--- config.mk ---
export PLATFORM = sky130hd
export DESIGN_NAME = antialiased_line_rasterizer
export DESIGN_NICKNAME = d
export VERILOG_FILES = /design/src/aalr_pkg.sv /design/src/aalr_ctrl.sv /design/src/aalr_datapath.sv /design/src/antialiased_line_rasterizer.sv
export SDC_FILE = /design/constraint.sdc
export NUM_CORES = 1
export LEC_CHECK = 0
export BUFFER_PORTS_ARGS = -buffer_cell sky130_fd_sc_hd__buf_2
export CAP_MARGIN = 40
export CORE_MARGIN = 10
export CORE_UTILIZATION = 34
export CTS_CLUSTER_SIZE = 8
export DETAILED_ROUTE_END_ITERATION = 10
export GPL_ROUTABILITY_DRIVEN = 0
export SLEW_MARGIN = 20
export SYNTH_ARGS = -nofsm -noshare
export SYNTH_HDL_FRONTEND = slang
export SYNTH_SLANG_ARGS = --single-unit
--- constraint.sdc ---
create_clock -name aclk -period 30.3 [get_ports aclk]
set_input_delay 4.545 -clock aclk [delete_from_list [all_inputs] [get_ports aclk]]
set_output_delay 4.545 -clock aclk [all_outputs]
set_load 0.02 [all_outputs]
--- src/aalr_pkg.sv ---
// Shared types and codes for the anti-aliased line rasterizer.
package aalr_pkg;

    // Input word kinds, carried on s_tuser.
    localparam logic CMD_LOAD = 1'b0;
    localparam logic CMD_STEP = 1'b1;

    // Controller to datapath commands.
    typedef struct packed {
        logic load;      // latch endpoints, start gradient division
        logic div_step;  // one restoring-division iteration
        logic div_last;  // final iteration, write gradient
        logic step;      // compute next column pair, advance line state
        logic send_hi;   // output shows the upper pixel of the pair
    } dp_cmd_t;

    // Datapath to controller status.
    typedef struct packed {
        logic line_active;
    } dp_status_t;

endpackage

--- src/aalr_ctrl.sv ---
// Controller state machine for the anti-aliased line rasterizer.
module aalr_ctrl
    import aalr_pkg::*;
#(
    parameter int FRACTION_BITS = 16
) (
    input  logic       aclk,
    input  logic       aresetn,
    input  logic       s_tvalid,
    output logic       s_tready,
    input  logic       s_command,
    output logic       m_tvalid,
    input  logic       m_tready,
    output dp_cmd_t    cmd,
    input  dp_status_t status
);

    localparam int CNT_W = $clog2(FRACTION_BITS + 1);
    localparam logic [CNT_W-1:0] DIV_LAST = CNT_W'(FRACTION_BITS);

    typedef enum logic [3:0] {
        S_IDLE    = 4'b0001,
        S_DIVIDE  = 4'b0010,
        S_SEND_LO = 4'b0100,
        S_SEND_HI = 4'b1000
    } state_t;

    state_t           state_reg, state_next;
    logic [CNT_W-1:0] div_count_reg, div_count_next;

    always_comb begin
        state_next     = state_reg;
        div_count_next = div_count_reg;
        cmd            = '0;
        s_tready       = (state_reg == S_IDLE);
        m_tvalid       = (state_reg == S_SEND_LO) || (state_reg == S_SEND_HI);
        cmd.send_hi    = (state_reg == S_SEND_HI);
        unique case (state_reg)
            S_IDLE: begin
                if (s_tvalid) begin
                    if (s_command == CMD_LOAD) begin
                        cmd.load       = 1'b1;
                        div_count_next = '0;
                        state_next     = S_DIVIDE;
                    end else if (s_command == CMD_STEP && status.line_active) begin
                        cmd.step   = 1'b1;
                        state_next = S_SEND_LO;
                    end
                end
            end
            S_DIVIDE: begin
                cmd.div_step = 1'b1;
                if (div_count_reg == DIV_LAST) begin
                    cmd.div_last = 1'b1;
                    state_next   = S_IDLE;
                end else begin
                    div_count_next = div_count_reg + 1'b1;
                end
            end
            S_SEND_LO: begin
                if (m_tready) begin
                    state_next = S_SEND_HI;
                end
            end
            S_SEND_HI: begin
                if (m_tready) begin
                    state_next = S_IDLE;
                end
            end
            default: begin
                state_next = S_IDLE;
            end
        endcase
    end

    always_ff @(posedge aclk) begin
        if (!aresetn) begin
            state_reg     <= S_IDLE;
            div_count_reg <= '0;
        end else begin
            state_reg     <= state_next;
            div_count_reg <= div_count_next;
        end
    end

    // output words only follow a captured column
    a_valid_after_step: assert property (@(posedge aclk) disable iff (!aresetn)
        $rose(m_tvalid) |-> $past(cmd.step))
        else $error("result word without a step capture");

    a_div_count_range: assert property (@(posedge aclk) disable iff (!aresetn)
        (state_reg == S_DIVIDE) |-> (div_count_reg <= DIV_LAST))
        else $error("division counter overran");

endmodule

--- src/aalr_datapath.sv ---
// Datapath of the anti-aliased line rasterizer: setup, divider, column stepping.
module aalr_datapath
    import aalr_pkg::*;
#(
    parameter int COORD_BITS    = 11,
    parameter int FRACTION_BITS = 16,
    parameter int COVERAGE_BITS = 8
) (
    input  logic                     aclk,
    input  logic                     aresetn,
    input  dp_cmd_t                  cmd,
    output dp_status_t               status,
    input  logic [COORD_BITS-1:0]    x_start,
    input  logic [COORD_BITS-1:0]    y_start,
    input  logic [COORD_BITS-1:0]    x_end,
    input  logic [COORD_BITS-1:0]    y_end,
    output logic [COORD_BITS:0]      pixel_x,
    output logic [COORD_BITS:0]      pixel_y,
    output logic [COVERAGE_BITS-1:0] coverage,
    output logic                     last_pixel
);

    localparam int C      = COORD_BITS;
    localparam int F      = FRACTION_BITS;
    localparam int COV    = COVERAGE_BITS;
    localparam int PIX_W  = C + 1;
    localparam int ICPT_W = C + F + 1;
    localparam int MAG_W  = F + 1;
    localparam int REM_W  = C + 1;
    localparam int PROD_W = F + COV + 1;
    localparam logic [COV-1:0]    CMAX = '1;
    localparam logic [PROD_W-1:0] HALF = {{(COV + 1){1'b0}}, 1'b1, {(F - 1){1'b0}}};

    typedef enum logic [1:0] {
        PH_FIRST    = 2'd0,
        PH_INTERIOR = 2'd1,
        PH_LAST     = 2'd2
    } phase_t;

    // control state (reset)
    logic   line_active_reg, line_active_next;
    phase_t phase_reg, phase_next;
    logic [MAG_W-1:0] grad_mag_reg, grad_mag_next;
    logic   grad_neg_reg, grad_neg_next;

    // payload state
    logic              steep_reg, steep_next;
    logic [C-1:0]      major_pos_reg, major_pos_next;
    logic [C-1:0]      major_end_reg, major_end_next;
    logic [ICPT_W-1:0] icpt_reg, icpt_next;
    logic [REM_W-1:0]  div_rem_reg, div_rem_next;
    logic [C-1:0]      div_den_reg, div_den_next;
    logic [MAG_W-1:0]  div_quo_reg, div_quo_next;
    logic              div_neg_reg, div_neg_next;
    logic [PIX_W-1:0]  lo_x_reg, lo_x_next, lo_y_reg, lo_y_next;
    logic [PIX_W-1:0]  hi_x_reg, hi_x_next, hi_y_reg, hi_y_next;
    logic [COV-1:0]    lo_cov_reg, lo_cov_next, hi_cov_reg, hi_cov_next;
    logic              last_reg, last_next;

    // setup
    logic [C-1:0] adx, ady, a0, b0, a1, b1, ma0, mb0, ma1, mb1, dmaj, dmin;
    logic         steep, swap, neg;

    always_comb begin
        adx   = (x_start > x_end) ? x_start - x_end : x_end - x_start;
        ady   = (y_start > y_end) ? y_start - y_end : y_end - y_start;
        steep = ady > adx;
        a0    = steep ? y_start : x_start;
        b0    = steep ? x_start : y_start;
        a1    = steep ? y_end : x_end;
        b1    = steep ? x_end : y_end;
        swap  = a0 > a1;
        ma0   = swap ? a1 : a0;
        mb0   = swap ? b1 : b0;
        ma1   = swap ? a0 : a1;
        mb1   = swap ? b0 : b1;
        dmaj  = ma1 - ma0;
        neg   = mb1 < mb0;
        dmin  = neg ? mb0 - mb1 : mb1 - mb0;
    end

    // divider iteration
    logic             div_cmp;
    logic [REM_W-1:0] div_kept;
    logic [MAG_W-1:0] quo_shift;

    always_comb begin
        div_cmp   = div_rem_reg >= {1'b0, div_den_reg};
        div_kept  = div_cmp ? div_rem_reg - {1'b0, div_den_reg} : div_rem_reg;
        quo_shift = {div_quo_reg[MAG_W-2:0], div_cmp};
    end

    // column coverage and coordinates
    logic [PIX_W-1:0]  minor, minor_hi, major_pix;
    logic [F-1:0]      frac;
    logic [PROD_W-1:0] prod;
    logic [COV:0]      up_raw;
    logic [COV-1:0]    up, lo;
    logic              end_col;
    logic [ICPT_W-1:0] icpt_adv;
    logic [C-1:0]      pos_inc;

    always_comb begin
        minor     = icpt_reg[ICPT_W-1:F];
        frac      = icpt_reg[F-1:0];
        // frac * CMAX as a shift and subtract, then round
        prod      = PROD_W'({frac, {COV{1'b0}}}) - PROD_W'(frac) + HALF;
        up_raw    = prod[PROD_W-1:F];
        up        = (up_raw > {1'b0, CMAX}) ? CMAX : up_raw[COV-1:0];
        lo        = CMAX - up;
        end_col   = (phase_reg != PH_INTERIOR);
        minor_hi  = minor + PIX_W'(1);
        major_pix = {1'b0, (phase_reg == PH_LAST) ? major_end_reg : major_pos_reg};
        icpt_adv  = grad_neg_reg ? icpt_reg - ICPT_W'(grad_mag_reg)
                                 : icpt_reg + ICPT_W'(grad_mag_reg);
        pos_inc   = major_pos_reg + C'(1);
    end

    always_comb begin
        line_active_next = line_active_reg;
        phase_next       = phase_reg;
        grad_mag_next    = grad_mag_reg;
        grad_neg_next    = grad_neg_reg;
        steep_next       = steep_reg;
        major_pos_next   = major_pos_reg;
        major_end_next   = major_end_reg;
        icpt_next        = icpt_reg;
        div_rem_next     = div_rem_reg;
        div_den_next     = div_den_reg;
        div_quo_next     = div_quo_reg;
        div_neg_next     = div_neg_reg;
        lo_x_next        = lo_x_reg;
        lo_y_next        = lo_y_reg;
        hi_x_next        = hi_x_reg;
        hi_y_next        = hi_y_reg;
        lo_cov_next      = lo_cov_reg;
        hi_cov_next      = hi_cov_reg;
        last_next        = last_reg;

        if (cmd.load) begin
            steep_next       = steep;
            major_pos_next   = ma0;
            major_end_next   = ma1;
            icpt_next        = {1'b0, mb0, {F{1'b0}}};
            div_rem_next     = {1'b0, dmin};
            div_den_next     = dmaj;
            div_quo_next     = '0;
            div_neg_next     = neg;
            phase_next       = PH_FIRST;
            line_active_next = 1'b1;
        end

        if (cmd.div_step) begin
            div_rem_next = {div_kept[REM_W-2:0], 1'b0};
            div_quo_next = quo_shift;
            if (cmd.div_last) begin
                // zero-length major axis gives a flat gradient
                grad_mag_next = (div_den_reg == '0) ? '0 : quo_shift;
                grad_neg_next = div_neg_reg && (div_den_reg != '0) && (quo_shift != '0);
            end
        end

        if (cmd.step) begin
            lo_x_next   = steep_reg ? minor : major_pix;
            lo_y_next   = steep_reg ? major_pix : minor;
            hi_x_next   = steep_reg ? minor_hi : major_pix;
            hi_y_next   = steep_reg ? major_pix : minor_hi;
            lo_cov_next = end_col ? (lo >> 1) : lo;
            hi_cov_next = end_col ? (up >> 1) : up;
            last_next   = (phase_reg == PH_LAST);
            unique case (phase_reg)
                PH_FIRST: begin
                    icpt_next      = icpt_adv;
                    major_pos_next = pos_inc;
                    phase_next     = (major_end_reg > pos_inc && pos_inc != '0)
                                     ? PH_INTERIOR : PH_LAST;
                end
                PH_INTERIOR: begin
                    icpt_next      = icpt_adv;
                    major_pos_next = pos_inc;
                    // wrap of the column counter also ends the run
                    if (pos_inc >= major_end_reg || pos_inc == '0) begin
                        phase_next = PH_LAST;
                    end
                end
                PH_LAST: begin
                    line_active_next = 1'b0;
                    phase_next       = PH_FIRST;
                end
                default: begin
                    phase_next = PH_FIRST;
                end
            endcase
        end
    end

    always_ff @(posedge aclk) begin
        if (!aresetn) begin
            line_active_reg <= 1'b0;
            phase_reg       <= PH_FIRST;
            grad_mag_reg    <= '0;
            grad_neg_reg    <= 1'b0;
        end else begin
            line_active_reg <= line_active_next;
            phase_reg       <= phase_next;
            grad_mag_reg    <= grad_mag_next;
            grad_neg_reg    <= grad_neg_next;
        end
    end

    always_ff @(posedge aclk) begin
        steep_reg     <= steep_next;
        major_pos_reg <= major_pos_next;
        major_end_reg <= major_end_next;
        icpt_reg      <= icpt_next;
        div_rem_reg   <= div_rem_next;
        div_den_reg   <= div_den_next;
        div_quo_reg   <= div_quo_next;
        div_neg_reg   <= div_neg_next;
        lo_x_reg      <= lo_x_next;
        lo_y_reg      <= lo_y_next;
        hi_x_reg      <= hi_x_next;
        hi_y_reg      <= hi_y_next;
        lo_cov_reg    <= lo_cov_next;
        hi_cov_reg    <= hi_cov_next;
        last_reg      <= last_next;
    end

    assign status.line_active = line_active_reg;
    assign pixel_x    = cmd.send_hi ? hi_x_reg : lo_x_reg;
    assign pixel_y    = cmd.send_hi ? hi_y_reg : lo_y_reg;
    assign coverage   = cmd.send_hi ? hi_cov_reg : lo_cov_reg;
    assign last_pixel = cmd.send_hi & last_reg;

    a_line_ends_at_last: assert property (@(posedge aclk) disable iff (!aresetn)
        $fell(line_active_reg) |-> ($past(phase_reg) == PH_LAST))
        else $error("line ended before its last column");

    a_interior_needs_line: assert property (@(posedge aclk) disable iff (!aresetn)
        (phase_reg == PH_INTERIOR) |-> line_active_reg)
        else $error("interior column with no line");

    a_gradient_bound: assert property (@(posedge aclk) disable iff (!aresetn)
        grad_mag_reg <= {1'b1, {F{1'b0}}})
        else $error("gradient magnitude above one");

endmodule

--- src/antialiased_line_rasterizer.sv ---
// Top level of the Wu anti-aliased line rasterizer.
// Load word: accepted while idle, then the restoring divider forms a FRACTION_BITS+1 bit gradient
//   (one quotient bit per cycle) before the next word is taken.
// Step word: captures the column pair, then two result words, one per cycle while m_tready
//   is high; each word is held until taken. A step with no line loaded is accepted and dropped.
// Reset (aresetn low, synchronous) returns the controller to idle with no line loaded.
module antialiased_line_rasterizer
    import aalr_pkg::*;
#(
    parameter int COORD_BITS    = 11,
    parameter int FRACTION_BITS = 16,
    parameter int COVERAGE_BITS = 8,
    localparam int IN_TDATA_W   = ((4 * COORD_BITS + 7) / 8) * 8,
    localparam int OUT_TDATA_W  = ((2 * (COORD_BITS + 1) + COVERAGE_BITS + 7) / 8) * 8
) (
    input  logic                   aclk,
    input  logic                   aresetn,
    // input words
    input  logic                   s_tvalid,
    output logic                   s_tready,
    input  logic [IN_TDATA_W-1:0]  s_tdata,  // x_start, y_start, x_end, y_end, zero pad
    input  logic                   s_tuser,  // command: 0 load endpoints, 1 step a column
    // result words
    output logic                   m_tvalid,
    input  logic                   m_tready,
    output logic [OUT_TDATA_W-1:0] m_tdata,  // pixel_x, pixel_y, coverage, zero pad
    output logic                   m_tlast   // last_pixel
);

    localparam int C = COORD_BITS;

    dp_cmd_t    cmd;
    dp_status_t status;

    logic [C:0]               pixel_x, pixel_y;
    logic [COVERAGE_BITS-1:0] coverage;

    // Controller: idle / divide / two send states. Ready only while idle.
    aalr_ctrl #(
        .FRACTION_BITS (FRACTION_BITS)
    ) u_ctrl (
        .aclk      (aclk),
        .aresetn   (aresetn),
        .s_tvalid  (s_tvalid),
        .s_tready  (s_tready),
        .s_command (s_tuser),
        .m_tvalid  (m_tvalid),
        .m_tready  (m_tready),
        .cmd       (cmd),
        .status    (status)
    );

    // Datapath: endpoint ordering, gradient divider, intercept and coverage.
    // The column pair is held in registers while the two words drain.
    aalr_datapath #(
        .COORD_BITS    (COORD_BITS),
        .FRACTION_BITS (FRACTION_BITS),
        .COVERAGE_BITS (COVERAGE_BITS)
    ) u_datapath (
        .aclk       (aclk),
        .aresetn    (aresetn),
        .cmd        (cmd),
        .status     (status),
        .x_start    (s_tdata[C-1:0]),
        .y_start    (s_tdata[2*C-1:C]),
        .x_end      (s_tdata[3*C-1:2*C]),
        .y_end      (s_tdata[4*C-1:3*C]),
        .pixel_x    (pixel_x),
        .pixel_y    (pixel_y),
        .coverage   (coverage),
        .last_pixel (m_tlast)
    );

    // pack result fields, lowest first, zero filled to whole bytes
    assign m_tdata = OUT_TDATA_W'({coverage, pixel_y, pixel_x});

endmodule
==> summary.md, run 1 <==
| Metric | Value |
|---|---|
| TritonCTS Buffers | 17 |
| Setup bufs post-CTS | 0 |
| Crit path launch type | primary input |
| Dominant cell type by area after synthesis | edfxtp_1 |
| Flip-flop count of the largest register after layout | 28 |
| Via density | about 5.5 |
| Clock tree buffer depth | 2 |
| Placed Cells | 2595 |
| Total gr overflow | 0 |
| P&R area growth vs syn | 9.90% |
| Netlist cell types | between 80 and 90 |
| Initial antenna violation count | 2 |
| Fin crit period | approximately 16 ns |
| Die area | approximately 57000 um^2 |
| RSZ-0062 raised after global routing | no |
| Final wirelength | about 45000 um |
| Worst Tran Pin Value | 0.894 ns |
| Final worst slack | between 10 and 15 ns |
| Max-cap violation count | 0 |
| Post-synth ARST share | 0 |
| WS Path Type | in -> reg |
| Tcrit/Tclk final | 0.537 |
| WL/cell | 17.2 um |
| Outcome | finished, final reports clean |
| Worst hold slack | between 0.5 and 0.6 ns |
| Die W | about 240 um |
| Worst reg2reg startpoint | u_datapath.grad_mag_reg[2] |
| Port Buffers | 83 |
| Antenna-violating nets left | 0 |
| Synth top area share | 0.213 |
| WP buf/inv | 7 |
| Syn_nets | roughly 2200 |
| Req. time, crit path | 30.49 ns |
| Synth Instances | about 2000 |
| Seq/Total Area, Yosys | 0.299 |
| Global-route wire length before repair | ~72000 um |
| Largest net degree at the start of global routing | between 70 and 80 |
| Final Slew Violations | 0 |
| Placeable Area | 47600 um^2 |
| Vias in the first global route | ~14000 |
| CTS tree | yes |
| Crit-path max FO | 61 |
| Initial Util | 0.343 |
| Yosys warnings | 0 |
| DRC errors left | 0 |
| Mapped cell area | 16300 um^2 |
| Total power per unit cell area | 125 nW/um^2 |
| Fraction of layout instances using a drive strength above 1 | 0.111 |
| Final nets | between 2000 and 2500 |
| Final HPWL DP | 35200 um |
| Commonest cells post-synth | nor2_1, a21oi_1, ha_1, inv_1, nand2_1 |
| PostCTS Resize Cnt | 0 |
| Place WS | around 14 ns |
| Critical Path Start | s_tdata[1] |
| Count leader, synth | nor2_1 |
| Post-Syn Area per Cell | between 8 and 9 um^2 |
| Via count | 14400 |
| R2R setup slack | 25.70 ns |
| CTS sink count | roughly 190 |
| Pre-Repair DR Iteration Count | 5 |
| Setup Viol. Count Final | 0 |
| Count of flip-flops with a built-in enable after synthesis | ~120 |
| CTS root buf | clkbuf_16 |
| Final Hold Viols | 0 |
| GRT Util Overall | 0.155 |
| Hold Crit Depth | 2 |
| CTS Hold Buffers Added | 0 |
| Crit-path slowest cell | a41o_1 |
| Main area contributors after synthesis | edfxtp_1, ha_1, dfxtp_1, a21oi_1, nor2_1 |
| P_leak | roughly 7.4 nW |
| Final Non-Filler Cells | ~2600 |
| Initial DRC count | between 1000 and 1500 |
| Most frequent CP cell | o21ai_0 |
| HP Start | u_datapath.div_rem_reg[0] |
| R2r worst-path depth | 17 |
| Clock slew at reported path FFs | around 0.070 ns |
| Clock skew | around 0.014 ns |
| Kind of cell with the highest combined delay on the critical path | compound AO/OA/AOI/OAI gates |
| Primary FF master, synth | edfxtp_1 |
| Row cnt | 80 |
| Final core occ | 0.377 |
| Seq cells post-synth | about 190 |
| WP data arrival | 16.46 ns |
| Fmax achieved | between 60 and 70 MHz |
| Die Y | between 200 and 250 um |
| H-tree Lvls | 4 |
| CP max stage delay | 0.66 ns |
| Hold Path Class | reg -> reg |
| Crit end category | flip-flop |
| Worst vdd ir | ~120 uV |
| Skew-Pair Late Insertion Delay | 0.45 ns |
| Hold endpoint | u_datapath.div_rem_reg[0] |
| Max-slew headroom | 0.398 |
| Reg2reg end | u_datapath.icpt_reg[27] |
| I/O pin total | ~90 |
| Setup TNS | 0 ns |
cell families (layout without fill, tap and decap cells):
family	count (synthesis)	after routing	share of synthesized area
simple gates	615	615	0.181
fa+ha+maj	165	165	0.129
other cells	0	2	0
compound gates	561	561	0.220
buf+inv	251	296	0.0589
mux	91	91	0.0587
xor+xnor	99	99	0.0531
flops	186	186	0.299
layout make-up:
cell class / count / area [um^2]
Inverter: 158 / 593
Fill cell: 4888 / 29700
Timing Repair Buffer: 106 / 604
Antenna cell: 2 / 5.00
Multi-Input combinational cell: 1531 / 10500
Tap cell: 615 / 769
Clock inverter: 14 / 154
Sequential cell: 186 / 4880
Clock buffer: 18 / 429
layout by cell type, fill, tap and decap left out, drive strengths merged, types with 31 or more instances in the layout:
master    n
nor2    175
a21oi   171
inv     165
ha      156
nand2   149
o21ai   127
edfxtp  116
buf     106
xnor2    71
dfxtp    70
nand3    66
nor3     59
mux2i    53
a21o     41
mux2     38
and2     31
nor2b    31
worst min-delay path, delay by kind of cell, from the launching register on:
family           cells  cell delay, ns
AO/OA/AOI/OAI        1            0.07
flip-flops           1            0.33
AND/OR/NAND/NOR      1            0.07
metal layers:
layer  vias to the layer above  GRT usage  part of all wire
li1                       7182          -                 -
met1                      6799      0.208              0.47
met2                       357      0.251              0.45
met3                        51     0.0276             0.058
met4                         0     0.0407             0.019
met5                         -          0                 0
through the flow:
step	cell area, um^2	total power (W)
CTS	17900	0.00222
detailed placement	17300	0.00198
finish	18000	0.00224
global placement	17300	0.00195
global route	18000	0.00243
floorplan	16300	0.00158
how the worst max path moves through the flow:
stage                                endpoint  slack, ns  cells past startpoint
global placement    u_datapath.div_rem_reg[5]      14.08                     46
finish              u_datapath.div_rem_reg[5]      14.03                     46
CTS                 u_datapath.div_rem_reg[5]      14.25                     46
detailed placement  u_datapath.div_rem_reg[5]      13.84                     46
global route        u_datapath.div_rem_reg[5]      13.13                     46
floorplan           u_datapath.div_rem_reg[8]      16.06                     47
where the power goes:
| group | leakage (nW) | internal, W | switching (W) |
|---|---|---|---|
| logic | 5.47 | 0.000587 | 0.00102 |
| clock network | 0.285 | 0.000117 | 0.000108 |
| registers | 1.64 | 0.000364 | 0.0000451 |
| total | 7.39 | 0.00107 | 0.00117 |
Power figures use the tool's default switching activity.
==> run 2, diff against run 1 <==
clock period = 15.6 ns   (was 30.3 ns; I/O delays follow)
==> run 2 against run 1 <==
  * Critical path depth is 1 lower
  * Register-to-register slack worse by 15 ns
  * Count of clock-buffer cells in the layout is 1 lower
  * Flip-flop and latch count stayed put
  * Non-clock buffer count is 4 higher
==> summary.md, run 2 (same netlist as run 1, synthesis figures left out) <==
| Metric | Value |
|---|---|
| Outcome | finished, final reports clean |
| Clock tree buffer depth | 2 |
| Final nets | between 2000 and 2500 |
| GRT met2 Usage | 0.255 |
| Initial DRC count | 1167 |
| Crit end category | flip-flop |
| Fin crit period | approximately 13 ns |
| WS Path Type | in -> reg |
| Fill cells | 4873 |
| Setup TNS | 0 ns |
| Via count | about 14000 |
| Clock slew at reported path FFs | 0.07 ns |
| P_leak | approximately 7.4 nW |
| Final core occ | 0.377 |
| Antenna-violating nets left | 0 |
| Worst Tran Pin Value | 0.763 ns |
| Global-route wire length before repair | between 70000 and 80000 um |
| R2R setup slack | 11.01 ns |
| Most common cell after layout, fill and taps aside | nor2_1 |
| Fraction of layout instances using a drive strength above 1 | 0.113 |
| Most frequent cells in the layout | nor2_1, a21oi_1, ha_1 |
| GRT Util Overall | 0.153 |
| RSZ-0062 raised after global routing | no |
| Max-slew headroom | 0.476 |
| Total power per unit cell area | around 240 nW/um^2 |
| Final Slew Violations | 0 |
| Placed Instance Area | 17400 um^2 |
| Tcrit/Tclk final | 0.861 |
| Total gr overflow | 0 |
| Setup bufs post-CTS | 0 |
| Final Hold Viols | 0 |
| CP max stage delay | between 0.6 and 0.7 ns |
| Initial antenna violation count | 1 |
| Pre-Repair DR Iteration Count | 6 |
| DRC errors left | 0 |
| Diodes inserted | 0 |
| Placeable Area | about 48000 um^2 |
| Initial Util | 0.343 |
| Hold Path Class | reg -> reg |
| Max-cap violation count | 0 |
| WP data arrival | 13.61 ns |
| Die area | between 50000 and 60000 um^2 |
| Flip-flop count of the largest register after layout | 28 |
| Row cnt | 80 |
| GR Util met3 | 0.0260 |
| TritonCTS Buffers | 17 |
| Design Area, Final | between 15000 and 20000 um^2 |
| Die W | 239 um |
| I/O pin total | just under 90 |
| GRT met1 Usage | 0.207 |
| Setup Viol. Count Final | 0 |
| Total power | about 0.0043 W |
| Vias in the first global route | about 14000 |
| Die Y | roughly 240 um |
| Most Crowded Layer GR | met2 |
| CTS tree | yes |
| CTS root buf | clkbuf_16 |
| PostCTS Resize Cnt | 0 |
| H-tree Lvls | 4 |
| P&R area growth vs syn | 10.0% |
| Fmax achieved | 74.4 MHz |
| Worst vdd ir | between 150 and 200 uV |
| Crit-path max FO | 58 |
| Final wirelength | ~45000 um |
| Most frequent CP cell | o21ai_0 |
| Clock skew | roughly 0.013 ns |
| Final HPWL DP | between 30000 and 40000 um |
| Crit-path slowest cell | or4_1 |
| WL/cell | 17.2 um |
| Largest net degree at the start of global routing | 71 |
| Crit path launch type | primary input |
| CTS sink count | 186 |
| CTS Hold Buffers Added | 0 |
| Req. time, crit path | around 16 ns |
| Port Buffers | 83 |
| Skew-Pair Late Insertion Delay | 0.44 ns |
| Via density | roughly 5.5 |
-- run 2: cell count changes in the layout (fill, tap and decap cells not counted), moves of 2 or more --
cell	before	now
inv_6	5	2
inv_8	3	6
buf_4	18	21
diode_2	2	0
-- run 2: cell type report --
| type | count | area (um^2) | share of cell area |
|---|---|---|---|
| inverter | 158 | 593 | 0.0330 |
| sequential | 186 | 4880 | 0.272 |
| timing repair buffer | 110 | 632 | 0.0352 |
| multi-input combinational | 1531 | 10500 | 0.585 |
| clock inverter | 15 | 151 | 0.00842 |
| tap | 615 | 769 | 0.0428 |
| clock buffer | 17 | 425 | 0.0237 |
-- run 2: power breakdown --
part	total, W	internal, W	switching, W
Combinational	0.00312	0.00115	0.00197
Sequential	0.000797	0.000708	0.0000886
Clock	0.000427	0.000214	0.000213
Total	0.00435	0.00207	0.00227
-- run 2: worst paths after layout --
path	startpoint	end	depth (start not counted)
min reg2reg	u_datapath.div_rem_reg[0]	u_datapath.div_rem_reg[0]	2
max reg2reg	u_datapath.grad_mag_reg[2]	u_datapath.icpt_reg[27]	17
min	u_datapath.div_rem_reg[0]	u_datapath.div_rem_reg[0]	2
max	s_tdata[1]	u_datapath.div_rem_reg[10]	45
-- run 2: metrics by stage --
step / setup slack (ns) / hold WS (ns) / std cells
floorplan: 3.56 / 0.467 / 1968
global placement: 2.05 / 0.490 / 2594
detailed placement: 1.92 / 0.507 / 2598
CTS: 2.31 / 0.517 / 2630
global route: 1.34 / 0.557 / 2632
finish: 2.17 / 0.511 / 2632
-- run 2: routing by layer --
metal / vias to the layer above / part of all wire
met5: - / 0
met4: 0 / 0.0098
met3: 31 / 0.055
met2: 372 / 0.46
met1: 6794 / 0.47
li1: 7190 / -
-- run 2: worst max-delay path: cells and delay by family --
kind / cells / cell delay, ns
mux: 1 / 0.24
simple gates: 9 / 2.44
xor+xnor: 1 / 0.19
buf+inv: 4 / 0.79
fa+ha+maj: 5 / 1.67
compound gates: 25 / 5.88
==> run 3, diff against run 2 <==
CORE_UTILIZATION = 50   (was 34)
PLACE_DENSITY = 0.67   (was default)
==> run 3 against run 2 <==
  * Sequential share of layout area increased by 0.31 points
  * Via count is 1.2% higher
  * Die area shrank 30%
  * Critical path type unchanged
==> summary.md, run 3 (same netlist as run 1, synthesis figures left out) <==
| Metric | Value |
|---|---|
| Outcome | finished, final reports clean |
| P&R area growth vs syn | 8.75% |
| Antenna-violating nets left | 0 |
| CTS Hold Buffers Added | 0 |
| Diodes inserted | 0 |
| Clock skew | roughly 0.011 ns |
| DRC errors left | 0 |
| Final Hold Viols | 0 |
| Final worst slack | between 2 and 2.5 ns |
| R2R setup slack | between 10 and 15 ns |
| TritonCTS Buffers | 17 |
| WL/cell | approximately 17 um |
| Final HPWL DP | 33400 um |
| Most frequent cells in the layout | nor2_1, a21oi_1, ha_1 |
| Die W | around 200 um |
| Final wirelength | 43000 um |
| R2r worst-path depth | 17 |
| Final nets | roughly 2200 |
| Hold Crit Depth | 2 |
| Initial DRC count | around 1200 |
| Port Buffers | 83 |
| Fraction of layout instances using a drive strength above 1 | 0.113 |
| Crit-path max FO | 57 |
| Via count | about 15000 |
| Setup bufs post-CTS | 0 |
| Initial antenna violation count | 1 |
| Flip-flop count of the largest register after layout | 28 |
| Max-slew headroom | 0.447 |
| Setup TNS | 0 ns |
| Total gr overflow | 0 |
| Max-cap violation count | 0 |
| Crit end category | flip-flop |
| Largest net degree at the start of global routing | between 70 and 80 |
| Reg2reg end | u_datapath.icpt_reg[27] |
| Crit-path slowest cell | a41oi_4 |
| GRT Util Overall | 0.208 |
| Setup Viol. Count Final | 0 |
| Placeable Area | 32400 um^2 |
| Fmax achieved | ~75 MHz |
| CTS sink count | about 190 |
| Via density | between 5 and 6 |
| Crit path launch type | primary input |
| Row cnt | between 60 and 70 |
| Vias in the first global route | around 14000 |
| WP data arrival | about 13 ns |
| Worst vdd ir | about 180 uV |
| H-tree Lvls | 4 |
| CTS tree | yes |
| Tcrit/Tclk final | 0.852 |
| Pre-Repair DR Iteration Count | 5 |
| Die Y | 201 um |
| Final Slew Violations | 0 |
| CP max stage delay | 0.71 ns |
| Most frequent CP cell | o21ai_0 |
| Final core occ | 0.549 |
| I/O pin total | 88 |
| Place WS | between 2 and 2.5 ns |
| HP Start | u_datapath.div_rem_reg[0] |
| Req. time, crit path | approximately 16 ns |
| Most common cell after layout, fill and taps aside | nor2_1 |
| Initial Util | 0.505 |
| Clock slew at reported path FFs | 0.07 ns |
| Hold endpoint | u_datapath.div_rem_reg[0] |
| PostCTS Resize Cnt | 0 |
| Die area | between 40000 and 50000 um^2 |
| Total power per unit cell area | 243 nW/um^2 |
| CTS root buf | clkbuf_16 |
| P_leak | around 7.4 nW |
| Skew-Pair Late Insertion Delay | 0.44 ns |
| WS Path Type | in -> reg |
| Worst Tran Pin Value | slightly above 0.8 ns |
| Hold Path Class | reg -> reg |
| Clock tree buffer depth | 2 |
| Global-route wire length before repair | between 70000 and 80000 um |
| Fin crit period | ~13 ns |
| Worst reg2reg startpoint | u_datapath.grad_mag_reg[2] |
| RSZ-0062 raised after global routing | no |
[run 3: cell types whose count changed in the layout (fill, tap and decap cells not counted), sizes merged]
cell,previous run,this run
clkbuf,17,22
clkinv,7,4
inv,165,162
buf,110,112
bufinv,0,1
[run 3: metrics by stage]
step | power, W | instance area, um^2 | cells | hold slack, ns
after floorplan | 0.00307 | 16300 | 1968 | 0.467
after global placement | 0.00376 | 17100 | 2421 | 0.485
after detailed placement | 0.00383 | 17100 | 2424 | 0.499
after CTS | 0.00428 | 17700 | 2456 | 0.509
after global routing | 0.00471 | 17800 | 2461 | 0.535
final | 0.00432 | 17800 | 2461 | 0.507
[run 3: area by class of cell]
cell class	count	area, um^2
well taps	442	553
flip-flops and latches	186	4880
fillers	3031	14600
inverters	158	593
multi-input cells	1531	10500
clock inverters	10	106
clock buffers	22	464
repair buffers	112	649
[run 3: routing by layer]
layer / wire length (um) / share of wire / global-route usage / up-vias
met5: 11 / 0.00026 / 0 / -
met4: 1010 / 0.024 / 0.0660 / 2
met3: 2310 / 0.054 / 0.0302 / 69
met2: 19700 / 0.46 / 0.339 / 414
met1: 20000 / 0.46 / 0.278 / 6870
li1: - / - / - / 7198
[run 3: worst max-delay path: cells and delay by family]
| family | cells | cell delay [ns] |
|---|---|---|
| xor+xnor | 1 | 0.18 |
| compound gates | 26 | 6.15 |
| mux | 1 | 0.25 |
| simple gates | 10 | 1.94 |
| buf+inv | 4 | 0.87 |
| fa+ha+maj | 5 | 1.68 |
[run 3: worst max path at each step]
stage | slack, ns | end | cells after the start | from
3_3_place_gp | 2.46 | u_datapath.div_rem_reg[10] | 47 | s_tdata[1]
5_1_grt | 1.43 | u_datapath.div_rem_reg[10] | 47 | s_tdata[1]
3_5_place_dp | 2.23 | u_datapath.div_rem_reg[10] | 47 | s_tdata[1]
6_report | 2.31 | u_datapath.div_rem_reg[10] | 47 | s_tdata[1]
2_1_floorplan | 3.56 | u_datapath.div_rem_reg[8] | 47 | s_tdata[1]
4_1_cts | 2.61 | u_datapath.div_rem_reg[10] | 47 | s_tdata[1]
[run 3: where the power goes]
group / leakage [nW] / internal [W] / switching [W] / total (W)
Combinational: 5.50 / 0.00116 / 0.00195 / 0.00310
Clock: 0.278 / 0.000232 / 0.000190 / 0.000422
Sequential: 1.64 / 0.000708 / 0.0000920 / 0.000800
Total: 7.42 / 0.00210 / 0.00223 / 0.00432
